### config.mk
export PLATFORM = sky130hd
export DESIGN_NAME = utf8_to_ucs2_decoder_core
export DESIGN_NICKNAME = d
export VERILOG_FILES = /design/src/rtl/core/u2d_pkg.sv /design/src/rtl/core/u2d_step.sv /design/src/rtl/core/utf8_to_ucs2_decoder_core.sv
export SDC_FILE = /design/constraint.sdc
export NUM_CORES = 1
export LEC_CHECK = 0
export BUFFER_PORTS_ARGS = -buffer_cell sky130_fd_sc_hd__buf_2
export CORE_MARGIN = 2
export CORE_UTILIZATION = 49
export DETAILED_ROUTE_END_ITERATION = 7
export HOLD_SLACK_MARGIN = 0.15
export PLACE_DENSITY = 0.74
export SLEW_MARGIN = 15
export SYNTH_ARGS = -nofsm -noshare
export SYNTH_HDL_FRONTEND = slang
export SYNTH_SLANG_ARGS = --single-unit
### constraint.sdc
create_clock -name clock -period 2.55 [get_ports clock]
set_clock_uncertainty 0.15 [all_clocks]
set_input_delay 0.3825 -clock clock [delete_from_list [all_inputs] [get_ports clock]]
set_output_delay 0.3825 -clock clock [all_outputs]
set_load 0.01 [all_outputs]
### src/rtl/core/u2d_pkg.sv
// Shared types and constants for the UTF-8 to UCS-2 decoder core.
// No dependencies; used by u2d_step and utf8_to_ucs2_decoder_core.
package u2d_pkg;

   localparam logic [15:0] SPACE_CODE = 16'h0020;

   // Slot values for the sequence counter; LAST_* doubles as length - 1.
   localparam logic [1:0] POS_LEAD  = 2'd0;
   localparam logic [1:0] POS_CONT1 = 2'd1;
   localparam logic [1:0] LAST_ONE   = 2'd0;
   localparam logic [1:0] LAST_TWO   = 2'd1;
   localparam logic [1:0] LAST_THREE = 2'd2;
   localparam logic [1:0] LAST_FOUR  = 2'd3;

   // Partial-character state carried between beats.
   typedef struct packed {
      logic [1:0] pos;   // slot of the next byte, POS_LEAD = expecting a lead byte
      logic [1:0] last;  // slot of the final byte of the current sequence
   } seq_state_type;

   // Per-beat decision from the step logic.
   typedef struct packed {
      logic        emit;      // sequence completes on this byte
      logic [15:0] code;      // assembled code unit
      logic        wr_lead;   // capture byte as lead byte
      logic        wr_cont1; // capture byte as first continuation byte
   } step_out_type;

endpackage

### src/rtl/core/u2d_step.sv
// Combinational per-byte decode: lead classification, state advance and
// code assembly. Depends on u2d_pkg.
module u2d_step (
   input  logic [7:0]             data_byte,
   input  logic                   start_of_text,
   input  u2d_pkg::seq_state_type state,
   input  logic [7:0]             lead_byte,
   input  logic [7:0]             cont1_byte,
   output u2d_pkg::seq_state_type state_next,
   output u2d_pkg::step_out_type  result
);

   logic [1:0] pos;

   always_comb begin
      pos        = start_of_text ? u2d_pkg::POS_LEAD : state.pos;
      state_next = state;
      state_next.pos = pos;
      result.emit     = 1'b0;
      result.code     = {8'h00, data_byte};
      result.wr_lead  = 1'b0;
      result.wr_cont1 = 1'b0;

      if (pos == u2d_pkg::POS_LEAD) begin
         result.wr_lead = 1'b1;
         if (!data_byte[7]) begin
            state_next.last = u2d_pkg::LAST_ONE;
            result.emit     = 1'b1;
         end else if (data_byte[7:3] == 5'b11110) begin
            state_next.last = u2d_pkg::LAST_FOUR;
            state_next.pos  = u2d_pkg::POS_CONT1;
         end else if (data_byte[7:4] == 4'b1110) begin
            state_next.last = u2d_pkg::LAST_THREE;
            state_next.pos  = u2d_pkg::POS_CONT1;
         end else if (data_byte[7:5] == 3'b110) begin
            state_next.last = u2d_pkg::LAST_TWO;
            state_next.pos  = u2d_pkg::POS_CONT1;
         end
         // any other lead byte is dropped; keep waiting for a lead byte
      end else begin
         result.wr_cont1 = (pos == u2d_pkg::POS_CONT1);
         if (pos == state.last) begin
            state_next.pos = u2d_pkg::POS_LEAD;
            result.emit    = 1'b1;
            // final byte comes straight from the input, earlier ones from storage
            unique case (state.last)
               u2d_pkg::LAST_TWO:
                  result.code = {5'b0, lead_byte[4:0], data_byte[5:0]};
               u2d_pkg::LAST_THREE:
                  result.code = {lead_byte[3:0], cont1_byte[5:0], data_byte[5:0]};
               u2d_pkg::LAST_FOUR:
                  result.code = u2d_pkg::SPACE_CODE;
               default:
                  result.code = {8'h00, data_byte};
            endcase
         end else begin
            state_next.pos = pos + 2'd1;
         end
      end
   end

endmodule

### src/rtl/core/utf8_to_ucs2_decoder_core.sv
// UTF-8 to UCS-2 decoder core: one byte per beat in, zero or one code unit out.
// Pipeline: input register, then result register. Throughput: one byte per cycle unless output
// backpressure stalls the input; the single-pass step logic closes the state loop each cycle.
// Reset (synchronous, active high) clears both valid flags and the sequence position;
// stored sequence bytes are not reset. Depends on u2d_pkg and u2d_step.
module utf8_to_ucs2_decoder_core (
   input  logic        clock,
   input  logic        reset,
   input  logic        req_valid,
   output logic        req_stall,
   input  logic [7:0]  req_data_byte,
   input  logic        req_start_of_text,
   output logic        rsp_valid,
   input  logic        rsp_stall,
   output logic [15:0] rsp_code_unit
);

   logic                   in_valid_ff;
   logic [7:0]             in_byte_ff;
   logic                   in_sot_ff;
   u2d_pkg::seq_state_type state_ff, state_in;
   logic [7:0]             lead_ff;
   logic [7:0]             cont1_ff;
   logic                   out_valid_ff, out_valid_in;
   logic [15:0]            out_code_ff;
   u2d_pkg::step_out_type  step;
   logic                   advance;
   logic                   fire;

   // result register can take a new beat when empty or being drained
   assign advance   = !out_valid_ff || !rsp_stall;
   assign fire      = in_valid_ff && advance;
   assign req_stall = in_valid_ff && !advance;

   u2d_step u_step (
      .data_byte     (in_byte_ff),
      .start_of_text (in_sot_ff),
      .state         (state_ff),
      .lead_byte     (lead_ff),
      .cont1_byte    (cont1_ff),
      .state_next    (state_in),
      .result        (step)
   );

   assign out_valid_in = advance ? (in_valid_ff && step.emit) : out_valid_ff;

   always_ff @(posedge clock) begin
      if (reset) begin
         in_valid_ff  <= 1'b0;
         out_valid_ff <= 1'b0;
         state_ff     <= '0;
      end else begin
         if (!req_stall) begin
            in_valid_ff <= req_valid;
         end
         out_valid_ff <= out_valid_in;
         if (fire) begin
            state_ff <= state_in;
         end
      end
   end

   always_ff @(posedge clock) begin
      if (!req_stall) begin
         in_byte_ff <= req_data_byte;
         in_sot_ff  <= req_start_of_text;
      end
      if (fire && step.wr_lead) begin
         lead_ff <= in_byte_ff;
      end
      if (fire && step.wr_cont1) begin
         cont1_ff <= in_byte_ff;
      end
      if (fire && step.emit) begin
         out_code_ff <= step.code;
      end
   end

   assign rsp_valid     = out_valid_ff;
   assign rsp_code_unit = out_code_ff;

endmodule

==> out/summary.md, run 1 <==
The run finished with clean final reports. The largest driver fanout on the critical path came out at 9. The most critical setup path has its endpoint at rsp_code_unit[6]$_DFFE_PP_.

Counting flops with a built-in enable in the synthesized netlist gives 36. For the count of warnings emitted by yosys, the log shows 0. During placement, the flow inserted port buffers numbering 30. The final clock period utilization by the worst path is 0.906.

The leading register cell type out of synthesis is edfxtp_1. The core region is 3610 um2. For the routed wire length, the log shows 3.19 mm. Post-detailed-route DRC marker count: 0. Count of max-cap constraint violations: 0.

After synthesis the netlist holds a flip-flop and latch count of 42. Clock tree synthesis found a total of 42 sinks. The worst-case vdd ir drop was 372 uV.

Number of hold-slack violations in the final timing report: 0. The type of destination of the critical path was a flop. The area growth from synthesis to layout is 21.5%. The tools report the worst setup path startpoint as in_sot_ff$_DFFE_PN_.

TritonCTS created 5 clock buffers. Synthesis produced a netlist with a net count of 151. Averaged over all synthesized cells, the footprint is 13.3 um2. The post-layout total power is 1.32 mW, and the post-synthesis instance area is 1800 um2. The kind of cell with the highest combined delay along the critical path is simple AND/OR/NAND/NOR gates. STA classifies the critical path startpoint as a flop. In this run the static leakage power is 0.866 nW. The floorplan step defined a die boundary enclosing 4180 um2. The netlist uses 37 different library cells. The highest attainable clock frequency was 0.433 GHz.

The critical path goes through nor2b_1, inv_1, ha_2, nand4bb_1, o32ai_4, nor2b_2, a221o_1. The run gives 0 as the count of pins over their slew limit. Entering global routing, the biggest net connects 17 pins. Via count of the first global-routing pass: 1145. The tools report the overall routing resource usage as 0.175. The number of setup buffers added after CTS is 0. At the end of routability-driven placement, the weighted congestion stood at 0.791.

TritonCTS built the clock tree. Synthesis produced a netlist whose cell count is 136. Yosys attributes the largest share of cell area to edfxtp_1 (60%), dfxtp_1 (6.7%), inv_1 (2.3%). The detail route stage leaves a number of antenna-violating nets equal to 0.

The clock period minus final worst setup slack was 2.31 ns. The worst-case headroom to the max-slew limit is 0.688. Number of ports placed on the die boundary: 31.

The endpoint identified for the worst register-to-register timing path is rsp_code_unit[6]$_DFFE_PP_. The tools report the number of detailed-routing iterations run before antenna repair as 4. Measured along the x axis, the die boundary spans 64.7 um. The repair_antennas step left the layout with diodes totalling 0.

The critical path in this run is classified as reg -> reg. Setup violations remaining at the end of the flow were counted as 0. For the post-route worst hold slack, the log shows 0.161 ns.

At the end of the flow, the number of nets in the layout was 197. The cell taking the most area after synthesis is edfxtp_1. Setup repair after global routing left no endpoint under its margin.

The first global-routing pass estimated 5.38 mm of wire. The most common cell in the synthesized netlist is edfxtp_1. By count the netlist is led by edfxtp_1 (36), inv_1 (11), nor2_1 (11).

The async set or reset register ratio after synthesis came out at 0. The maximum buffer depth of the clock tree was 2; the number of levels the H-tree was split into was 2. For the worst-case setup slack after placement, the log shows 0.169 ns. In this run the critical register-to-register path is launched from in_sot_ff$_DFFE_PN_.

For this run, the slowest stage of the critical path takes 0.44 ns. Setup TNS: 0 ns. The clock insertion delay at the later pin of the skew report is 0.30 ns. The worst path buffer plus inverter count was 1. The clock-pin slew reported for the worst setup and hold paths after clock tree synthesis came out at 0.07 ns.

Measured along the y axis, the die boundary spans 64.7 um. The cell count of the worst reg-to-reg path was 7. The detailed router placed 1189 vias in this run. The wire-length estimate of the detail-placed layout is 2.26 mm. The fraction of final layout cells with drive strength greater than 1 was 0.257; the total number of placement rows was 22. The tools report the initial core utilization as 0.500. In this run, the number of DRC markers left after iteration 0 of detailed routing was 72. The number of antenna violations at the first check in global routing is 0, and the detail-routed net length per standard cell is 13.8 um.

The path class of the tightest hold or removal check is in -> reg. The sequential area share after synthesis is 0.666. Dividing the detail-routed via count by the number of cells gives 5.15. The residual overflow from global routing was 0; the data arrival at the endpoint of the critical path was 2.21 ns.

On the critical path, the stage with the largest delay is an instance of edfxtp_1. The cell depth of the worst setup path is 7, and the reg2reg setup slack is 0.24 ns. The total power divided by cell area was 601 nW/um2. STA puts the critical path data required time at 2.45 ns. The area share of the largest cell type after synthesis came out at 0.600.

The slack of the critical path came out at 0.239 ns. The buffer type at the clock tree root is clkbuf_8. The transition at the pin with the smallest max-transition slack came out at 0.465 ns.
[where the power goes]
part / switching (mW) / total [mW] / leakage, nW / internal (mW)
clock: 0.221 / 0.408 / 0.0416 / 0.187
sequential: 0.0210 / 0.796 / 0.401 / 0.775
combinational: 0.0609 / 0.112 / 0.423 / 0.0513
[cell usage in the layout (no fill, tap or decap), types with 2 or more instances in the layout]
cell,synthesis,layout
a211o_1,2,2
a21oi_1,5,5
a221o_1,2,2
a22oi_1,3,3
a31o_1,2,2
and2_1,6,6
and4b_1,2,2
buf_2,0,30
buf_4,1,3
clkbuf_8,0,5
dfxtp_1,6,6
dlygate4sd3_1,0,9
edfxtp_1,36,36
inv_1,11,11
nand2_1,8,8
nand3_1,7,7
nand4bb_1,2,2
nor2_1,11,11
nor2b_1,5,5
nor3_1,3,3
o21ai_0,4,4
[per-stage QoR]
stage | std cells | cell area [um2] | utilization
after floorplan | 136 | 1800 | -
after detailed placement | 214 | 2010 | 0.558
after CTS | 231 | 2190 | 0.607
after global routing | 231 | 2190 | 0.608
after global placement | 214 | 2010 | 0.558
final | 231 | 2190 | 0.608
[flip-flops by register name, indices dropped and copies added (netlist names)]
register and cells:
cont1_ff 6, in_byte_ff 8, in_sot_ff 1, in_valid_ff 1, lead_ff 5, rsp_code_unit 16, rsp_valid 1, state_ff 4
[metal layers]
| metal | GRT usage | routed length, um | vias up |
|---|---|---|---|
| li1 | - | - | 594 |
| met1 | 0.207 | 1320 | 535 |
| met2 | 0.299 | 1590 | 51 |
| met3 | 0.0469 | 200 | 9 |
| met4 | 0.0771 | 76 | 0 |
| met5 | 0 | 0 | - |
[worst min path at each step]
stage | from | endpoint | slack, ns | cells after the start
floorplan | in_byte_ff[0]$_DFFE_PN_ | cont1_ff[0]$_DFFE_PP_ | 0.29 | 0
global placement | in_byte_ff[2]$_DFFE_PN_ | lead_ff[2]$_DFFE_PP_ | 0.30 | 0
detailed placement | in_byte_ff[1]$_DFFE_PN_ | cont1_ff[1]$_DFFE_PP_ | 0.31 | 0
CTS | req_valid | in_valid_ff$_SDFFE_PP0N_ | 0.15 | 3
global route | req_valid | in_valid_ff$_SDFFE_PP0N_ | 0.18 | 3
finish | req_valid | in_valid_ff$_SDFFE_PP0N_ | 0.16 | 3
[timing repair]
| action | in CTS | in global routing |
|---|---|---|
| hold endpoints to repair | 9 | 0 |
| hold buffers | 9 | 0 |
| gates resized for setup | 0 | 1 |
| endpoints found under the setup margin | 0 | 1 |
[cell families (layout without fill, tap and decap cells)]
logic type	Yosys count	in the layout	synth area share
buffers and inverters	14	61	0.0354
AND/OR/NAND/NOR	51	51	0.158
AO/OA/AOI/OAI	26	26	0.121
adder cells (fa/ha/maj)	2	2	0.0139
flip-flops	42	42	0.666
XOR/XNOR	1	1	0.00486
[worst min-delay path, cell delays in order]
cell and delay, ns:
buf_2 0.09, inv_1 0.04, a21oi_1 0.05
[cell type report]
cell class | count | area (um2)
clock buffers | 5 | 68.8
clock inverters | 3 | 16.3
fillers | 279 | 1420
inverters | 11 | 41.3
multi-input cells | 80 | 541
flip-flops and latches | 42 | 1200
well taps | 48 | 60.1
repair buffers | 42 | 263
Note: power is estimated with default switching activity, not from simulation.
==> inputs of run 2 (changes only) <==
BUFFER_PORTS_ARGS = unset   (was -buffer_cell sky130_fd_sc_hd__buf_2)
CORE_UTILIZATION = 60   (was 49)
DONT_BUFFER_PORTS = 1   (was unset)
GPL_TIMING_DRIVEN = 0   (was unset)
PLACE_DENSITY = 0.76   (was 0.74)
clock period = 2.95 ns   (was 2.55 ns; I/O delays follow)
==> out/summary.md, run 2 (synthesis results as in run 1) <==
The run finished, with violations left. The final reports fail on design-rule violations. Clock share of power: 0.258 (-0.052). The data arrival at the endpoint of the critical path came out at 2.42 ns (+0.21 ns). The average via count per standard cell is 5.97 (+16%). The run gives 1840 um2 (-8.5%) as the cell area after placement. For the placeable core region, the log shows 2810 um2 (-22%).

The clock period minus final worst setup slack is 2.46 ns (+0.147 ns). The number of sinks on the clock net was 42 (unchanged); the vertical extent of the die was 58.8 um (-9.0%). For the routed wire length, the log shows 2.89 mm (-9.5%).

Category of the worst setup path launch point: a flop. The clock-pin slew reported for the worst setup and hold paths after clock tree synthesis is 0.12 ns (+0.05 ns). The tools report the internal power summed over all cells as 800 uW (-21%). Final clock period utilization by the worst path: 0.833 (-0.0732). The overall via count from detail_route is 1110 (-6.6%).

CTS placed an instance of clkbuf_4 at the clock tree root. For the remaining number of nets flagged by the antenna check after routing, the log shows 0 (unchanged). The detail-routed net length per standard cell is 15.5 um (+12%).

The most frequent standard cell in the layout excluding fill and tap cells is edfxtp_1. The number of hold-slack violations in the final timing report is 0 (unchanged), and the number of DRC markers after the initial detailed-route iteration is 33 (-54%). The static leakage is 0.737 nW (-15%), and the cell count of the worst hold path is 3 (unchanged). Worst-case headroom to the max-slew limit: 0.523 (-0.164). Type of destination of the critical path: a flop.

The full die area is 3460 um2 (-17%), and the wire length of the first global-routing pass is 4.60 mm (-15%). The area added between synthesis and finish came out at 11.5%. The maximum buffer depth of the clock tree came out at 2 (unchanged).

The slowest cell on the critical path was edfxtp_1. For the residual overflow from global routing, the log shows 0 (unchanged). Setup repair after global routing left no endpoint under its margin. The post-detailed-route DRC marker count came out at 2 (+2). The half-perimeter wire length of the detailed placement result came out at 1.90 mm (-16%).

TritonCTS built the clock tree. The cell count of the worst reg-to-reg path is 8 (+1). The run gives 0.666 (+0.061) as the share of power burned in registers. The post-layout total power is 1.04 mW (-21%). In this run the worst hold path is classified as in -> reg.

The number of detailed-routing iterations run before antenna repair is 7 (+3), and the number of port buffers is 0 (-100%). The count of pins over their slew limit came out at 0 (unchanged). The worst setup path is of the reg -> reg kind.

The endpoint identified for the worst register-to-register timing path is rsp_code_unit[6]$_DFFE_PP_. The largest driver fanout on the critical path was 9 (unchanged); the final count of negative-setup-slack endpoints was 0 (unchanged). The number of antenna violations at the first check in global routing was 0 (unchanged). Buffers inserted during post-CTS setup optimization: 0 (unchanged). The switching part of the total works out to 0.232 (+0.00192). The logs give 0.49 ns (+0.25 ns) for the reg2reg setup slack and 31 (unchanged) for the number of ports placed on the die boundary. The clock buffer count from CTS was 5 (unchanged); the final net count was 169 (-14%). The count of inserted antenna diode cells is 0 (unchanged). The total number of placement rows is 19 (-14%). The worst stage delay on the critical path is 0.52 ns (+0.08 ns), and the total power divided by cell area is 518 nW/um2 (-14%). The post-route cell area is 2010 um2 (-8.3%). The tools report the setup TNS as 0 ns (unchanged).

The signal on the critical path passes through nor2b_1, inv_1, ha_1, buf_6, nand4bb_1, o32ai_4, nor2b_2, a221o_1. The pin count of the biggest net entering global routing was 17 (unchanged). In this run the critical register-to-register path is launched from in_sot_ff$_DFFE_PN_. The number of flip-flops under the largest register name is 16 (unchanged), and the highest attainable clock frequency is 0.407 GHz (-6.0%). The origin of the worst min-delay path is rsp_stall. The library cells used most frequently in the layout, excluding fill and tap cells, are edfxtp_1 (36), inv_1 (11), dlygate4sd3_1 (11). The data required time of the worst path is 2.91 ns (+0.46 ns). The transition at the pin with the smallest max-transition slack was 0.714 ns (+0.249 ns).

The run gives 0.767 (-3.0%) as the final weighted congestion in routability-driven placement. The tools report the clock insertion delay at the later pin of the skew report as 0.34 ns (+0.04 ns). The run gives 0.077 (-0.008) as the share of total power in combinational logic. The fraction of final layout cells with drive strength greater than 1 was 0.103 (-0.154); the via count of the first global-routing pass was 1085 (-5.2%). Count of max-cap constraint violations: 0 (unchanged).

Overall routing resource usage: 0.189 (+0.0144). The tools report the number of levels the H-tree was split into as 2 (unchanged). The width of the chip is 58.8 um (-9.0%). The initial core utilization was 0.643 (+0.143); the net switching component of the power was 241 uW (-20%). For hold timing, the worst endpoint is state_ff[0]$_SDFFE_PP0P_. The worst-case vdd ir drop came out at 408 uV (+9.6%).
run 2: cell count changes in the layout (fill, tap and decap cells not counted), moves of 2 or more:
cell	delta
buf_2	-30
clkbuf_8	-5
buf_4	-2
clkbuf_1	+2
clkbuf_4	+5
dlygate4sd3_1	+2
run 2: power groups by stage:
stage               clock network, mW  logic, mW  registers [mW]
floorplan                           0     0.0559           0.700
global placement                    0     0.0647           0.705
detailed placement                  0     0.0669           0.707
CTS                             0.276     0.0781           0.693
global route                    0.292     0.0891           0.697
finish                          0.268     0.0797           0.693
run 2: area by class of cell:
class	instances	area, um2
inverters	11	41.3
repair buffers	11	110
well taps	31	38.8
clock inverters	2	13.8
plain buffers	3	22.5
multi-input cells	80	541
fillers	190	796
flip-flops and latches	42	1200
clock buffers	6	41.3
run 2: critical path: cells and delay by family (launching register included):
family                   cells  cell delay (ns)
AND/OR/NAND/NOR              3             0.58
AO/OA/AOI/OAI                2             0.55
flip-flops                   1             0.52
buffers and inverters        2             0.23
adder cells (fa/ha/maj)      1             0.19
run 2: routing by layer:
metal	global-route usage	share of wire	up-vias	routed length, um
met4	0.117	0.025	0	71
li1	-	-	543	-
met2	0.330	0.53	36	1550
met3	0.0484	0.042	9	120
met1	0.204	0.40	522	1150
met5	0	0	-	0
run 2: worst max path at each step:
stage                             start                               to  slack, ns  depth (start not counted)
floorplan           in_sot_ff$_DFFE_PN_       rsp_code_unit[0]$_DFFE_PP_       0.54                          7
global placement    in_sot_ff$_DFFE_PN_  rsp_code_unit[14]$_SDFFCE_PP0P_       0.21                          7
detailed placement  in_sot_ff$_DFFE_PN_  rsp_code_unit[14]$_SDFFCE_PP0P_       0.18                          7
CTS                 in_sot_ff$_DFFE_PN_       rsp_code_unit[1]$_DFFE_PP_       0.17                          7
global route        in_sot_ff$_DFFE_PN_       rsp_code_unit[2]$_DFFE_PP_       0.31                          7
finish              in_sot_ff$_DFFE_PN_       rsp_code_unit[6]$_DFFE_PP_       0.49                          8
run 2: stage by stage:
stage	setup slack [ns]	instances	utilization	hold WS (ns)
after floorplan	0.543	136	-	0.287
after global placement	0.208	167	0.657	0.319
after CTS	0.169	186	0.715	0.212
after global routing	0.307	186	0.716	0.245
after detailed placement	0.183	167	0.657	0.324
final	0.492	186	0.716	0.229
run 2: timing repair:
action | CTS | global route
resized for setup | 0 | 0
hold buffers | 11 | 0
hold endpoints to repair | 11 | 0
endpoints found under the setup margin | 0 | 0
==> inputs of run 3 (changes only) <==
clock period = 2.6 ns   (was 2.95 ns; I/O delays follow)
==> out/summary.md, run 3 (synthesis results as in run 1) <==
The width of the chip is 58.8 um (unchanged). The run finished, with violations left. STA classifies the critical path endpoint as a flop. Overall routing resource usage: 0.190 (+0.000942).

The detail-routed net length per standard cell works out to 15.5 um (-0.19%). The run gives 17 (unchanged) as the pin count of the biggest net entering global routing. The class of the most critical setup path was reg -> reg. The area added between synthesis and finish is 12.1%, and the fraction of final layout cells with drive strength greater than 1 is 0.109 (+0.00575). The post-detailed-route DRC marker count came out at 2 (unchanged).

Placeable core region: 2810 um2 (unchanged). The largest driver fanout on the critical path is 9 (unchanged), and the static leakage is 0.742 nW (+0.73%). The worst-case setup slack after placement is -0.167 ns (-0.350 ns), and the maximum buffer depth of the clock tree is 2 (unchanged). The average via count per standard cell works out to 5.97 (about the same).

The number of antenna violations at the first check in global routing is 0 (unchanged). The run gives 1200 um2 (unchanged) as the sequential cell area. Setup repair after global routing left no endpoint under its margin. The initial core utilization was 0.643 (unchanged); the slack of the critical path was 0.222 ns (-0.271 ns). The overall via count from detail_route was 1117 (+0.63%); the cell count of the worst hold path was 3 (unchanged). The area used by multi-input combinational logic is 546 um2 (+0.93%), and the number of sinks on the clock net is 42 (unchanged). Routed wire length: 2.90 mm (+0.35%). The number of detailed-routing iterations run before antenna repair is 7 (unchanged), and the wire length of the first global-routing pass is 4.62 mm (+0.46%). The cell count of the worst reg-to-reg path works out to 8 (unchanged). The number of DRC markers after the initial detailed-route iteration is 27 (-18%), and the number of ports placed on the die boundary is 31 (unchanged). The vertical extent of the die was 58.8 um (unchanged); the number of hold-slack violations in the final timing report was 0 (unchanged). The data arrival at the endpoint of the critical path was 2.34 ns (-0.08 ns); the setup TNS was 0 ns (unchanged). The remaining number of nets flagged by the antenna check after routing is 0 (unchanged), and the clock period minus final worst setup slack is 2.38 ns (-0.0794 ns).

The worst setup path is launched from a flop. The clock-pin slew reported for the worst setup and hold paths after clock tree synthesis came out at 0.12 ns (about the same). The count of max-cap constraint violations is 0 (unchanged), and the number of levels the H-tree was split into is 2 (unchanged). For the half-perimeter wire length of the detailed placement result, the log shows 1.90 mm (unchanged).

The library cells used most frequently in the layout, excluding fill and tap cells, are edfxtp_1 (36), inv_1 (11), dlygate4sd3_1 (11). In this run the worst hold path is classified as in -> reg. The post-route worst hold slack was 0.176 ns (-0.0532 ns).

TritonCTS built the clock tree. Final weighted congestion in routability-driven placement: 0.767 (unchanged). The count of inserted antenna diode cells is 0 (unchanged), and the number of flip-flops under the largest register name is 16 (unchanged). The final count of negative-setup-slack endpoints came out at 0 (unchanged).

Clock buffer count from CTS: 5 (unchanged). Full die area: 3460 um2 (unchanged). The worst-case vdd ir drop is 462 uV (+13%). The post-route cell area came out at 2020 um2 (+0.62%). The total number of placement rows was 19 (unchanged). The checks that failed: design-rule violations.

The cell area after placement came out at 1840 um2 (unchanged). For the worst-case headroom to the max-slew limit, the log shows 0.695 (+0.172). The logs give 2.56 ns (-0.35 ns) for the data required time of the worst path and 0.34 ns (about the same) for the clock insertion delay at the later pin of the skew report. The number of port buffers works out to 0 (unchanged). Count of pins over their slew limit: 0 (unchanged). The total power divided by cell area came out at 586 nW/um2 (+13%).

The transition at the pin with the smallest max-transition slack works out to 0.454 ns (-0.260 ns). The tools report the fill cell total of the finished layout as 189 (-0.53%). The final clock period utilization by the worst path is 0.915 (+0.0816), and the reg2reg setup slack is 0.22 ns (-0.27 ns). The final net count was 170 (+0.59%). The most frequent standard cell in the layout excluding fill and tap cells was edfxtp_1.

The residual overflow from global routing came out at 0 (unchanged). CTS placed an instance of clkbuf_4 at the clock tree root. The logs give 0.420 GHz (+3.3%) for the highest attainable clock frequency and 1091 (+0.55%) for the via count of the first global-routing pass.
==> run 3: stage by stage <==
step / total power, mW / utilization / instances
2_1_floorplan: 0.858 / - / 136
3_3_place_gp: 0.873 / 0.657 / 167
3_5_place_dp: 0.878 / 0.657 / 167
4_1_cts: 1.19 / 0.716 / 186
5_1_grt: 1.23 / 0.721 / 187
6_report: 1.18 / 0.721 / 187
==> run 3: path summary, 6_finish.rpt <==
path / from / end
max: state_ff[3]$_SDFFE_PP0P_ / rsp_code_unit[6]$_DFFE_PP_
min: rsp_stall / state_ff[0]$_SDFFE_PP0P_
max reg2reg: state_ff[3]$_SDFFE_PP0P_ / rsp_code_unit[6]$_DFFE_PP_
min reg2reg: in_byte_ff[0]$_DFFE_PN_ / lead_ff[0]$_DFFE_PP_
==> run 3: metal layers <==
metal,vias to the layer above,global-route usage,share of wire,wire [um]
li1,543,-,-,-
met1,525,0.202,0.39,1140
met2,39,0.332,0.53,1540
met3,10,0.0505,0.044,129
met4,0,0.120,0.029,85
met5,-,0,0,0
==> run 3: critical path, cell delays in order (launching register included) <==
cell       delay, ns
dfxtp_1         0.42
nor2b_1         0.25
inv_1           0.09
ha_1            0.19
buf_6           0.14
nand4bb_1       0.23
o32ai_4         0.20
nor2b_2         0.11
a221o_1         0.35
==> run 3: report_power, final <==
group          internal, mW  total, mW  switching [mW]
Sequential            0.761      0.786          0.0251
Clock                 0.106      0.305           0.199
Combinational        0.0421     0.0938          0.0517
Total                 0.909       1.18           0.276
==> run 3: layout make-up <==
class,instances,share of cell area
Sequential cell,42,0.594
Multi-Input combinational cell,80,0.270
Timing Repair Buffer,12,0.0582
Clock buffer,6,0.0204
Inverter,11,0.0204
Tap cell,31,0.0192
Buffer,3,0.0111
Clock inverter,2,0.00681
==> run 3: what timing repair did <==
action	4_1_cts	5_1_grt
setup buffers	0	1
hold buffers	11	0
resized for setup	1	1
endpoints found under the hold margin	11	0
endpoints found under the setup margin	16	17
